==> src/ffa_pkg.sv <==
// Package for the first-fit region allocator.
// Holds sizes, codes, item structs and the structs passed between the top level and the cells.
`default_nettype none

package ffa_pkg;

    localparam int MAX_REGIONS = 64;
    localparam int PAGE_SHIFT  = 12;
    localparam int ADDR_W      = 32;

    // Page rounding works on 33 bits so that requests near 2^32 round to 2^32.
    localparam logic [ADDR_W:0] PAGE_MASK = (33'd1 << PAGE_SHIFT) - 33'd1;
    localparam logic [ADDR_W:0] ADDR_LIMIT = 33'h1_0000_0000;

    localparam int CFG_IDX_W = 1;
    localparam logic [CFG_IDX_W-1:0] CFG_WINDOW_BASE  = 1'd0;
    localparam logic [CFG_IDX_W-1:0] CFG_WINDOW_BYTES = 1'd1;

    typedef enum logic {
        OP_ALLOC = 1'b0,
        OP_FREE  = 1'b1
    } op_t;

    typedef enum logic [2:0] {
        STAT_OK          = 3'd0,
        STAT_NOFIT       = 3'd1,
        STAT_FULL        = 3'd2,
        STAT_NOTALLOC    = 3'd3,
        STAT_DISABLED    = 3'd4
    } status_t;

    typedef enum logic [1:0] {
        FSM_IDLE,
        FSM_EVAL,
        FSM_APPLY
    } fsm_t;

    typedef struct packed {
        logic              opcode;
        logic [ADDR_W-1:0] request_bytes;
        logic [ADDR_W-1:0] free_address;
    } req_t;

    typedef struct packed {
        logic [ADDR_W-1:0] granted_address;
        logic [2:0]        status;
    } rsp_t;

    // Broadcast to every cell during evaluation.
    typedef struct packed {
        logic              alloc;
        logic [ADDR_W:0]   rounded;
        logic [ADDR_W-1:0] addr;
        logic [ADDR_W:0]   win_end;
    } bcast_t;

    // Per-cell update command.
    typedef struct packed {
        logic eval;
        logic take_new;
        logic take_left;
        logic take_right;
    } cell_ctl_t;

    // Contents of one table entry as seen by the neighbors.
    typedef struct packed {
        logic              valid;
        logic [ADDR_W-1:0] start;
        logic [ADDR_W:0]   end_addr;
    } cell_t;

endpackage

`default_nettype wire

==> src/ffa_cell.sv <==
// One table entry of the first-fit region allocator.
// Uses ffa_pkg; checks the gap in front of itself and shifts with its neighbors.
`default_nettype none

module ffa_cell
    import ffa_pkg::*;
(
    input  wire logic      aclk,
    input  wire logic      aresetn,
    input  wire bcast_t    bcast,
    input  wire cell_ctl_t ctl,
    input  wire cell_t     left,
    input  wire cell_t     right,
    output cell_t          entry,
    output logic           hit,
    output logic [ADDR_W-1:0] gap_lo
);

    logic              valid_reg, valid_next;
    logic [ADDR_W-1:0] start_reg, start_next;
    logic [ADDR_W:0]   end_reg, end_next;
    logic              hit_reg;
    logic [ADDR_W:0]   gap_lo_reg;
    logic [ADDR_W:0]   cand_end_reg;

    logic [ADDR_W:0]   gap_hi;
    logic [ADDR_W+1:0] cand_end;
    logic              fit;
    logic              match;

    // The gap in front of this entry starts at the left neighbor's end. When the
    // left neighbor is the last entry, this slot is the gap up to the window end.
    always_comb begin
        gap_hi   = valid_reg ? {1'b0, start_reg} : bcast.win_end;
        cand_end = {1'b0, left.end_addr} + {1'b0, bcast.rounded};
        fit      = left.valid && !left.end_addr[ADDR_W] && !bcast.rounded[ADDR_W]
                   && ({1'b0, gap_hi} >= cand_end);
        match    = valid_reg && (start_reg == bcast.addr);
    end

    always_ff @(posedge aclk) begin
        if (ctl.eval) begin
            hit_reg      <= bcast.alloc ? fit : match;
            gap_lo_reg   <= left.end_addr;
            cand_end_reg <= cand_end[ADDR_W:0];
        end
    end

    always_comb begin
        valid_next = valid_reg;
        start_next = start_reg;
        end_next   = end_reg;
        if (ctl.take_new) begin
            valid_next = 1'b1;
            start_next = gap_lo_reg[ADDR_W-1:0];
            end_next   = cand_end_reg;
        end else if (ctl.take_left) begin
            valid_next = left.valid;
            start_next = left.start;
            end_next   = left.end_addr;
        end else if (ctl.take_right) begin
            valid_next = right.valid;
            start_next = right.start;
            end_next   = right.end_addr;
        end
    end

    always_ff @(posedge aclk) begin
        if (!aresetn) begin
            valid_reg <= 1'b0;
        end else begin
            valid_reg <= valid_next;
        end
    end

    always_ff @(posedge aclk) begin
        start_reg <= start_next;
        end_reg   <= end_next;
    end

    assign entry  = '{valid: valid_reg, start: start_reg, end_addr: end_reg};
    assign hit    = hit_reg;
    assign gap_lo = gap_lo_reg[ADDR_W-1:0];

endmodule

`default_nettype wire

==> config.mk <==
export PLATFORM = sky130hd
export DESIGN_NAME = ffa_cell
export DESIGN_NICKNAME = d
export VERILOG_FILES = /design/src/ffa_pkg.sv /design/src/ffa_cell.sv
export SDC_FILE = /design/constraint.sdc
export NUM_CORES = 1
export LEC_CHECK = 0
export ABC_AREA = 1
export BUFFER_PORTS_ARGS = -buffer_cell sky130_fd_sc_hd__buf_2
export CORE_MARGIN = 5
export CORE_UTILIZATION = 46
export CTS_BUF_LIST = sky130_fd_sc_hd__clkbuf_16
export DETAILED_ROUTE_END_ITERATION = 8
export PLACE_DENSITY = 0.78
export SLEW_MARGIN = 25
export SYNTH_ARGS = -nofsm -noshare
export SYNTH_HDL_FRONTEND = slang
export SYNTH_SLANG_ARGS = --single-unit
export TNS_END_PERCENT = 50
==> constraint.sdc <==
create_clock -name aclk -period 3.9 [get_ports aclk]
set_input_delay 1.17 -clock aclk [delete_from_list [all_inputs] [get_ports aclk]]
set_output_delay 1.17 -clock aclk [all_outputs]
set_load 0.05 [all_outputs]
# --- Word level (Yosys, flattened, before mapping) ---
# Index checks and enable logic that the tools add are counted.
word_totals:
  regBits: 132
  output_inout_bits: 99
  wordCells: 27
op_classes:
  add_sub_neg: 1
  n_lt_le_gt_ge: 1
  n_eq_ne: 1
  muxes: 11
  reduce_logical: 7
op_table:
  columns: ["cell", "count"]
  rows:
  - ["33-bit two-way mux", 4]
  - ["32-bit two-way mux", 3]
  - ["33-bit by 33-bit adder with 34-bit output", 1]
  - ["33-bit by 34-bit greater-or-equal comparator with 1-bit output", 1]
  - ["32-bit == test", 1]
  - ["1-bit logical AND", 4]
  - ["1-bit two-way mux", 4]
  - ["3-bit nonzero test", 1]
  - ["1-bit logical NOT", 2]

# --- Longest topological paths before layout ---
# Gate-level depths: netlist of the first run.
logic_depth:
  depth_word: 5
  depth_mapped: 29
  ltp_nobuf: 29

# --- Least setup slack after synthesis of the first run ---
# Ideal clock, no wire load.
synth_path:
  kind: "input to register"
  from: "in bcast[65] (netlist bit)"
  to: "reg hit_reg (netlist: hit) (data pin)"
  setup_ns: 0.253
  t_arrival_ns: 3.754
  path_slack_ns: -0.107
  cell_stages: 28
  n_path_buf: 0
  cell_sequence: "ha_1 inv_1 fa_1 o21ai_2 a21oi_4 o21ai_4 nand2_2 nand2_2 nand3_2 nand2_4 xnor2_1 ha_1 nand2_1 inv_1 nand2_1 nand2_1 a21oi_1 nand3_1 nand2_1 nand2_1 nand2_1 nand2_1 nand2_1 nand2_1 nand2_1 nand2_1 nand2_1 nand2_1"
synth_between:
  elab_chain_len: 4
synth_rtl:
  columns: ["element", "line_no", "source"]
  rows:
  - ["start, declared", "ffa_cell.sv:10", "input wire bcast_t bcast,"]
  - ["33-bit by 33-bit adder with 34-bit output", "ffa_cell.sv:35", "cand_end = {1'b0, left.end_addr} + {1'b0, bcast.rounded};"]
  - ["33-bit by 34-bit greater-or-equal comparator with 1-bit output", "ffa_cell.sv:37", "&& ({1'b0, gap_hi} >= cand_end);"]
  - ["1-bit logical AND", "ffa_cell.sv:37", null]
  - ["1-bit two-way mux", "ffa_cell.sv:43", "hit_reg <= bcast.alloc ? fit : match;"]
  - ["end signal, assigned", "ffa_cell.sv:43", null]
  - ["end, declared", "ffa_cell.sv:22", "logic hit_reg;"]
# Every way passes these cells.
# A chain may end at the register's enable or synchronous reset.

# --- Worst setup path in the final report of the first run ---
layout_path:
  from: "in bcast[76] (netlist bit)"
  to: "reg hit_reg (netlist: hit) (data pin)"
# Same word-level chain as after synthesis.

==> flow_metrics.env, run 1 <==
export IMPL_min_path_type="register to register"
export IMPL_cp_required_ns=4.08
export IMPL_max_freq_mhz=256
export IMPL_critPathCaptureType="register"
export IMPL_placement_setup_slack_ns=-0.503
export IMPL_std_cell_rows=51
export IMPL_gp_weighted_congestion=0.909
export IMPL_syn_mean_instance_area_um2=8.57
export IMPL_clock_latency_ns=0.42
export IMPL_critPathMaxStageDelay_ns=0.33
export IMPL_final_cells=1809
export IMPL_number_of_nets_still_failing_antenna_checks_after_routing=0
export IMPL_global_route_wire_length_before_repair_um=47500
export IMPL_synthesis_instances=1048
export IMPL_synthArstFlopShare_pct=0
export IMPL_grt_max_degree=67
export IMPL_tritoncts_num_buffers=17
export IMPL_timing_critical_path_from_type="input port"
export IMPL_synthSimpleGateAreaFrac_pct=19.3
export IMPL_worst_endpoint_arrival_ns=4.09
export IMPL_timing_hold_violations_final=0
export IMPL_synth_top_family_by_area="simple AND/OR/NAND/NOR gates"
export IMPL_io_buffers=335
export IMPL_timing_critical_path_slowest_stage_cell="sky130_fd_sc_hd__ha_1"
export IMPL_clock_sinks=132
export IMPL_detailedPlacementHpwl_um=24100
export IMPL_p_leak_uw=0.00634
export IMPL_boundaryPins=336
export IMPL_yosys_area_top_type_share_pct=43.8
export IMPL_critical_path_max_fanout=3
export IMPL_post_route_min_period_ns=3.91
export IMPL_synth_net_count=1352
export IMPL_drt_pass1_iterations=5
export IMPL_drive_gt1_share_pct=44.4
export IMPL_timing_final_crit_share_pct=100
export IMPL_post_synth_most_frequent_cells="sky130_fd_sc_hd__nand2_1 (190), sky130_fd_sc_hd__a21oi_1 (179), sky130_fd_sc_hd__nor2_1 (139), sky130_fd_sc_hd__edfxtp_1 (131), sky130_fd_sc_hd__inv_1 (104)"
export IMPL_cts_htree_levels=4
export IMPL_synth_area_mux_share_pct=2.51
export IMPL_fillers=1494
export IMPL_synth_area_leader_cell="sky130_fd_sc_hd__edfxtp_1"
export IMPL_synth_edf_count=131
export IMPL_gr_util_all_layers_pct=27.1
export IMPL_vias=9526
export IMPL_outcome="finished, violations left"
export IMPL_floorplan_core_area_um2=19300
export IMPL_skew_ns=0.00537
export IMPL_synth_xor_xnor_area_share_pct=4.86
export IMPL_cts_root_to_sink_buffers=2
export IMPL_route_detailed_wl_per_inst_um=18.1
export IMPL_yosysUniqueCellTypes=43
export IMPL_dpl_instance_area_um2=12000
export IMPL_max_cap_viol_count=0
export IMPL_power_dens_cells_nw_per_um2=423
export IMPL_synth_most_common_cell="sky130_fd_sc_hd__nand2_1"
export IMPL_die_w_um=150
export IMPL_area_of_the_die_um2=22400
export IMPL_timing_max_transition_violations_final=0
export IMPL_ys_top_cells_by_area="sky130_fd_sc_hd__edfxtp_1 (44%), sky130_fd_sc_hd__a21oi_1 (10%), sky130_fd_sc_hd__ha_1 (9.2%), sky130_fd_sc_hd__nand2_1 (7.9%), sky130_fd_sc_hd__nor2_1 (5.8%)"
export IMPL_drc=0
export IMPL_post_synth_fa_ha_maj_area_fraction_pct=9.42
export IMPL_irDropWorstVdd_uv=352
export IMPL_report_final_setup_viol=1
export IMPL_postLayoutCoreUtil_pct=69.4
export IMPL_numPlacedInstances=1757
export IMPL_hold_ws_ns=0.577
export IMPL_final_cell_area_um2=13400
export IMPL_initial_core_util_pct=46.5
export IMPL_synth_seq_area_share_pct=44.0
export IMPL_yosysWarningCount=0
export IMPL_critPathKind="input port to register"
export IMPL_clk_pin_slew_worst_paths_ns=0.06
export IMPL_detail_route_wirelength_um=32800
export IMPL_area_growth_syn_to_layout_pct=49.4
export IMPL_critPathBufInv=4
export IMPL_cts_tree="done"
export IMPL_finish_net_count=1833
export IMPL_worst_path_most_repeated_cell="sky130_fd_sc_hd__nand2_1"
export IMPL_drt_iter0_markers=588
export IMPL_synth_compound_area_share_pct=14.1
export IMPL_clock_root_buffer="sky130_fd_sc_hd__clkbuf_16"
export IMPL_leftover_overflow_at_the_end_of_global_routing=0
export IMPL_ys_seq_elements=132
export IMPL_grt_setup_unrepaired="true"
export IMPL_synth_flop_cell="sky130_fd_sc_hd__edfxtp_1"
export IMPL_slew_limit_headroom_pct=34.7
export IMPL_violations_in_the_final_reports="setup timing"
export IMPL_timing_worst_slew_pin_value_ns=0.980
export IMPL_initial_antenna_violation_count=2
export IMPL_die_h_um=150
export IMPL_critPathTopFamily="simple AND/OR/NAND/NOR gates"
export IMPL_syn_area_um2=8980
export IMPL_via_per_inst=5.27
export IMPL_finalWorstSetupSlack_ns=-0.00631
export IMPL_first_global_vias=9469
## cells by family after synthesis
logic type / Yosys count
AO/OA/AOI/OAI: 231
XOR/XNOR: 49
adder cells (fa/ha/maj): 67
buffers and inverters: 138
flip-flops: 132
multiplexers: 20
AND/OR/NAND/NOR: 411
## routing by layer
layer / GRT usage, % / part of all wire [%]
met1: 33.7 / 39
met3: 6.27 / 8.4
met2: 46.4 / 50
met5: 0 / 0
met4: 9.84 / 2.5
## worst reg2reg max path: stages, from the launching register on
cell and delay, ns:
sky130_fd_sc_hd__dfxtp_2 0.86, sky130_fd_sc_hd__buf_4 0.35, sky130_fd_sc_hd__mux2_2 0.38, sky130_fd_sc_hd__ha_1 0.31, sky130_fd_sc_hd__a21oi_2 0.13, sky130_fd_sc_hd__o21ai_0 0.08, sky130_fd_sc_hd__a21oi_1 0.18, sky130_fd_sc_hd__nand2_2 0.09
sky130_fd_sc_hd__nand2_1 0.08, sky130_fd_sc_hd__nand2_1 0.05, sky130_fd_sc_hd__nand2_1 0.06, sky130_fd_sc_hd__nand2_1 0.05, sky130_fd_sc_hd__nand2_1 0.06, sky130_fd_sc_hd__nand2_1 0.05, sky130_fd_sc_hd__nand2_1 0.06, sky130_fd_sc_hd__nand2_1 0.05
## placed cells by master, fill, tap and decap left out, drive strengths merged
cell type	Yosys	final
fa	1	1
inv	104	108
a2111oi	1	1
clkinv	0	4
nand4	12	12
nor3	12	12
bufinv	0	4
clkbuf	28	17
o21ai	29	29
nand2	207	207
o211ai	1	1
a31oi	1	1
nor4	4	4
diode	0	2
xnor2	24	24
a221oi	1	1
mux2	20	20
a21boi	6	6
xor2	25	25
nor2	139	139
a21o	4	4
clkinvlp	0	3
nand3b	2	2
dfxtp	1	1
o221ai	1	1
edfxtp	131	131
o31ai	1	1
buf	6	496
a211oi	2	2
o21bai	2	2
a21oi	182	182
or2	8	8
nand3	27	27
ha	66	66
## timing repair
item / in CTS / in global routing
endpoints found under the setup margin: 1 / 1
hold buffers: 0 / 0
buffers inserted: 4 / 14
resized for setup: 7 / 114
pin swaps: 6 / 55
## report_power, final
group,total [µW],internal [µW],leakage [µW],switching [µW]
clock,1740,1080,0.000298,662
sequential,1860,1780,0.00132,83.8
combinational,2080,817,0.00472,1270
total,5680,3670,0.00634,2010
## through the flow
step	setup TNS [ns]	total power, µW
finish	-0.00631	5680
detailed placement	-0.503	3730
global route	-0.216	5950
CTS	0	5480
floorplan	0	3000
global placement	-0.514	3690
## path summary, 6_finish.rpt
| path | from | end | slack [ns] | depth (start not counted) |
|---|---|---|---|---|
| worst min-delay path | cand_end_reg[7]$_DFFE_PP_ | end_reg[7]$_DFFE_PP_ | 0.58 | 2 |
| worst min register to register | cand_end_reg[7]$_DFFE_PP_ | end_reg[7]$_DFFE_PP_ | 0.58 | 2 |
| worst max-delay path | bcast[76] | hit$_DFFE_PP_ | -0.006 | 25 |
| worst max register to register | valid_reg$_SDFFE_PN0P_ | hit$_DFFE_PP_ | 0.83 | 15 |
## area by class of cell
type	count	area (µm²)	area share, %
well taps	265	332	2.47
diodes	2	5.00	0.0373
multi-input cells	778	5170	38.5
inverters	104	393	2.93
clock buffers	17	425	3.17
flip-flops and latches	132	3960	29.5
repair buffers	496	2930	21.9
clock inverters	15	204	1.52
Note: power is estimated with default switching activity, not from simulation.
==> inputs of run 2 (changes only) <==
--- a/config.mk
+++ b/config.mk
@@ -11,7 +11,9 @@
 export CORE_UTILIZATION = 46
 export CTS_BUF_LIST = sky130_fd_sc_hd__clkbuf_16
 export DETAILED_ROUTE_END_ITERATION = 8
+export HOLD_SLACK_MARGIN = 0.15
 export PLACE_DENSITY = 0.78
+export SETUP_SLACK_MARGIN = 0.15
 export SLEW_MARGIN = 25
 export SYNTH_ARGS = -nofsm -noshare
 export SYNTH_HDL_FRONTEND = slang
==> run 2 against run 1 <==
Net effect:
- the run now ends clean
- critical path type unchanged
- clock-buffer cell count did not move
- largest power group unchanged
- power decreased by 1.8%
- setup slack gained 0.11 ns
- highest routed layer unchanged
==> flow_metrics.env, run 2 (synthesis gave the netlist of run 1 again) <==
export IMPL_outcome="finished, final reports clean"
export IMPL_initial_core_util_pct=46.5
export IMPL_number_of_nets_still_failing_antenna_checks_after_routing=0
export IMPL_critPathBufInv=3
export IMPL_clk_pin_slew_worst_paths_ns=0.06
export IMPL_detailedPlacementHpwl_um=23500
export IMPL_critical_path_max_fanout=3
export IMPL_critPathTopFamily="simple AND/OR/NAND/NOR gates"
export IMPL_clock_sinks=132
export IMPL_worstSetupPathDepth=29
export IMPL_vias=9300
export IMPL_gr_util_all_layers_pct=27.2
export IMPL_r2r_cells=19
export IMPL_tritoncts_num_buffers=17
export IMPL_max_freq_mhz=263
export IMPL_postLayoutCoreUtil_pct=67.6
export IMPL_initial_antenna_violation_count=2
export IMPL_clock_latency_ns=0.43
export IMPL_postCtsHoldBufs=0
export IMPL_fillers=1512
export IMPL_finish_net_count=1824
export IMPL_cts_tree="done"
export IMPL_io_buffers=335
export IMPL_critPathCaptureType="register"
export IMPL_timing_critical_path_slowest_stage_cell="sky130_fd_sc_hd__fa_2"
export IMPL_max_cap_viol_count=0
export IMPL_critPathKind="input port to register"
export IMPL_placement_setup_slack_ns=-0.650
export IMPL_cts_htree_levels=4
export IMPL_reg2reg_to="hit$_DFFE_PP_"
export IMPL_most_common_layout_cells="sky130_fd_sc_hd__buf_2 (332), sky130_fd_sc_hd__nand2_1 (176), sky130_fd_sc_hd__a21oi_1 (171), sky130_fd_sc_hd__buf_4 (150), sky130_fd_sc_hd__nor2_1 (132)"
export IMPL_drt_pass1_iterations=6
export IMPL_critPathMaxStageDelay_ns=0.36
export IMPL_irDropWorstVdd_uv=300
export IMPL_drt_iter0_markers=568
export IMPL_die_w_um=150
export IMPL_final_cells=1800
export IMPL_numPlacedInstances=1752
export IMPL_grt_max_degree=67
export IMPL_cts_root_to_sink_buffers=2
export IMPL_worst_path_most_repeated_cell="sky130_fd_sc_hd__nand2_1"
export IMPL_first_global_vias=9422
export IMPL_crit_start="left[0]"
export IMPL_report_final_setup_viol=0
export IMPL_skew_ns=0.00709
export IMPL_leftover_overflow_at_the_end_of_global_routing=0
export IMPL_min_delay_path_depth=2
export IMPL_timing_critical_path_from_type="input port"
export IMPL_slew_limit_headroom_pct=34.4
export IMPL_worst_endpoint_arrival_ns=3.98
export IMPL_timing_worst_slew_pin_value_ns=0.984
export IMPL_floorplan_core_area_um2=19300
export IMPL_p_leak_uw=0.00629
export IMPL_area_growth_syn_to_layout_pct=45.5
export IMPL_clock_root_buffer="sky130_fd_sc_hd__clkbuf_16"
export IMPL_fin_tns_setup_ns=0
export IMPL_total_power_uw=5580
export IMPL_timing_final_crit_share_pct=97.4
export IMPL_cp_required_ns=4.08
export IMPL_boundaryPins=336
export IMPL_layout_cells_most_common="sky130_fd_sc_hd__buf_2"
export IMPL_finalWorstSetupSlack_ns=0.101
export IMPL_via_per_inst=5.17
export IMPL_detail_route_wirelength_um=31400
export IMPL_die_h_um=150
export IMPL_reg2reg_setup_slack_ns=1.04
export IMPL_grt_setup_unrepaired="true"
export IMPL_startpoint_of_the_lowest_slack_register_to_register_path="valid_reg$_SDFFE_PN0P_"
export IMPL_timing_hold_violations_final=0
export IMPL_power_dens_cells_nw_per_um2=427
export IMPL_crit_end="hit$_DFFE_PP_"
export IMPL_area_of_the_die_um2=22400
export IMPL_drc=0
export IMPL_route_detailed_wl_per_inst_um=17.5
export IMPL_global_route_wire_length_before_repair_um=47800
export IMPL_timing_max_transition_violations_final=0
export IMPL_post_route_min_period_ns=3.80
export IMPL_min_path_type="register to register"
export IMPL_gp_weighted_congestion=0.936
export IMPL_drive_gt1_share_pct=41.7
export IMPL_std_cell_rows=51
==> run 2: worst min-delay path by stage <==
stage	from	endpoint	slack [ns]
final	cand_end_reg[6]$_DFFE_PP_	end_reg[6]$_DFFE_PP_	0.58
after global routing	cand_end_reg[24]$_DFFE_PP_	end_reg[24]$_DFFE_PP_	0.60
after detailed placement	cand_end_reg[29]$_DFFE_PP_	end_reg[29]$_DFFE_PP_	0.56
after global placement	cand_end_reg[0]$_DFFE_PP_	end_reg[0]$_DFFE_PP_	0.55
after CTS	cand_end_reg[6]$_DFFE_PP_	end_reg[6]$_DFFE_PP_	0.58
after floorplan	cand_end_reg[0]$_DFFE_PP_	end_reg[0]$_DFFE_PP_	0.54
==> run 2: through the flow <==
stage / hold WS [ns] / area, µm²
after floorplan: 0.542 / 9010
after global placement: 0.550 / 12000
after detailed placement: 0.564 / 12000
after CTS: 0.579 / 12900
after global routing: 0.604 / 13100
final: 0.579 / 13100
==> run 2: worst min-delay path: stages, from the launching register on <==
cell and delay [ns]:
sky130_fd_sc_hd__edfxtp_1 0.32, sky130_fd_sc_hd__nor2_1 0.04, sky130_fd_sc_hd__a21oi_1 0.10
==> run 2: area by class of cell <==
class | instances | area [µm²] | area share, %
tap | 265 | 332 | 2.54
antenna | 2 | 5.00 | 0.0383
clock inverter | 15 | 204 | 1.56
multi-input combinational | 778 | 4900 | 37.5
timing repair buffer | 487 | 2870 | 21.9
clock buffer | 17 | 425 | 3.25
inverter | 104 | 390 | 2.99
sequential | 132 | 3960 | 30.3
==> run 2: layer usage <==
layer	track usage [%]	part of all wire, %	vias up	wire (µm)
met2	48.0	50	400	15800
met5	0	0	-	0
met1	32.8	40	4333	12400
li1	-	-	4519	-
met3	6.36	7.9	48	2480
met4	8.92	2.2	0	677
==> run 2: what timing repair did <==
item	CTS	global route
pin swaps	33	13
resized for setup	47	26
cloned	0	0
setup endpoints to repair	1	1
setup buffers	10	4
==> run 2: report_power, final <==
part | internal (µW) | total (µW) | leakage [µW] | switching [µW]
Clock | 1080 | 1740 | 0.000308 | 662
Sequential | 1780 | 1860 | 0.00132 | 79.7
Combinational | 768 | 1980 | 0.00466 | 1210
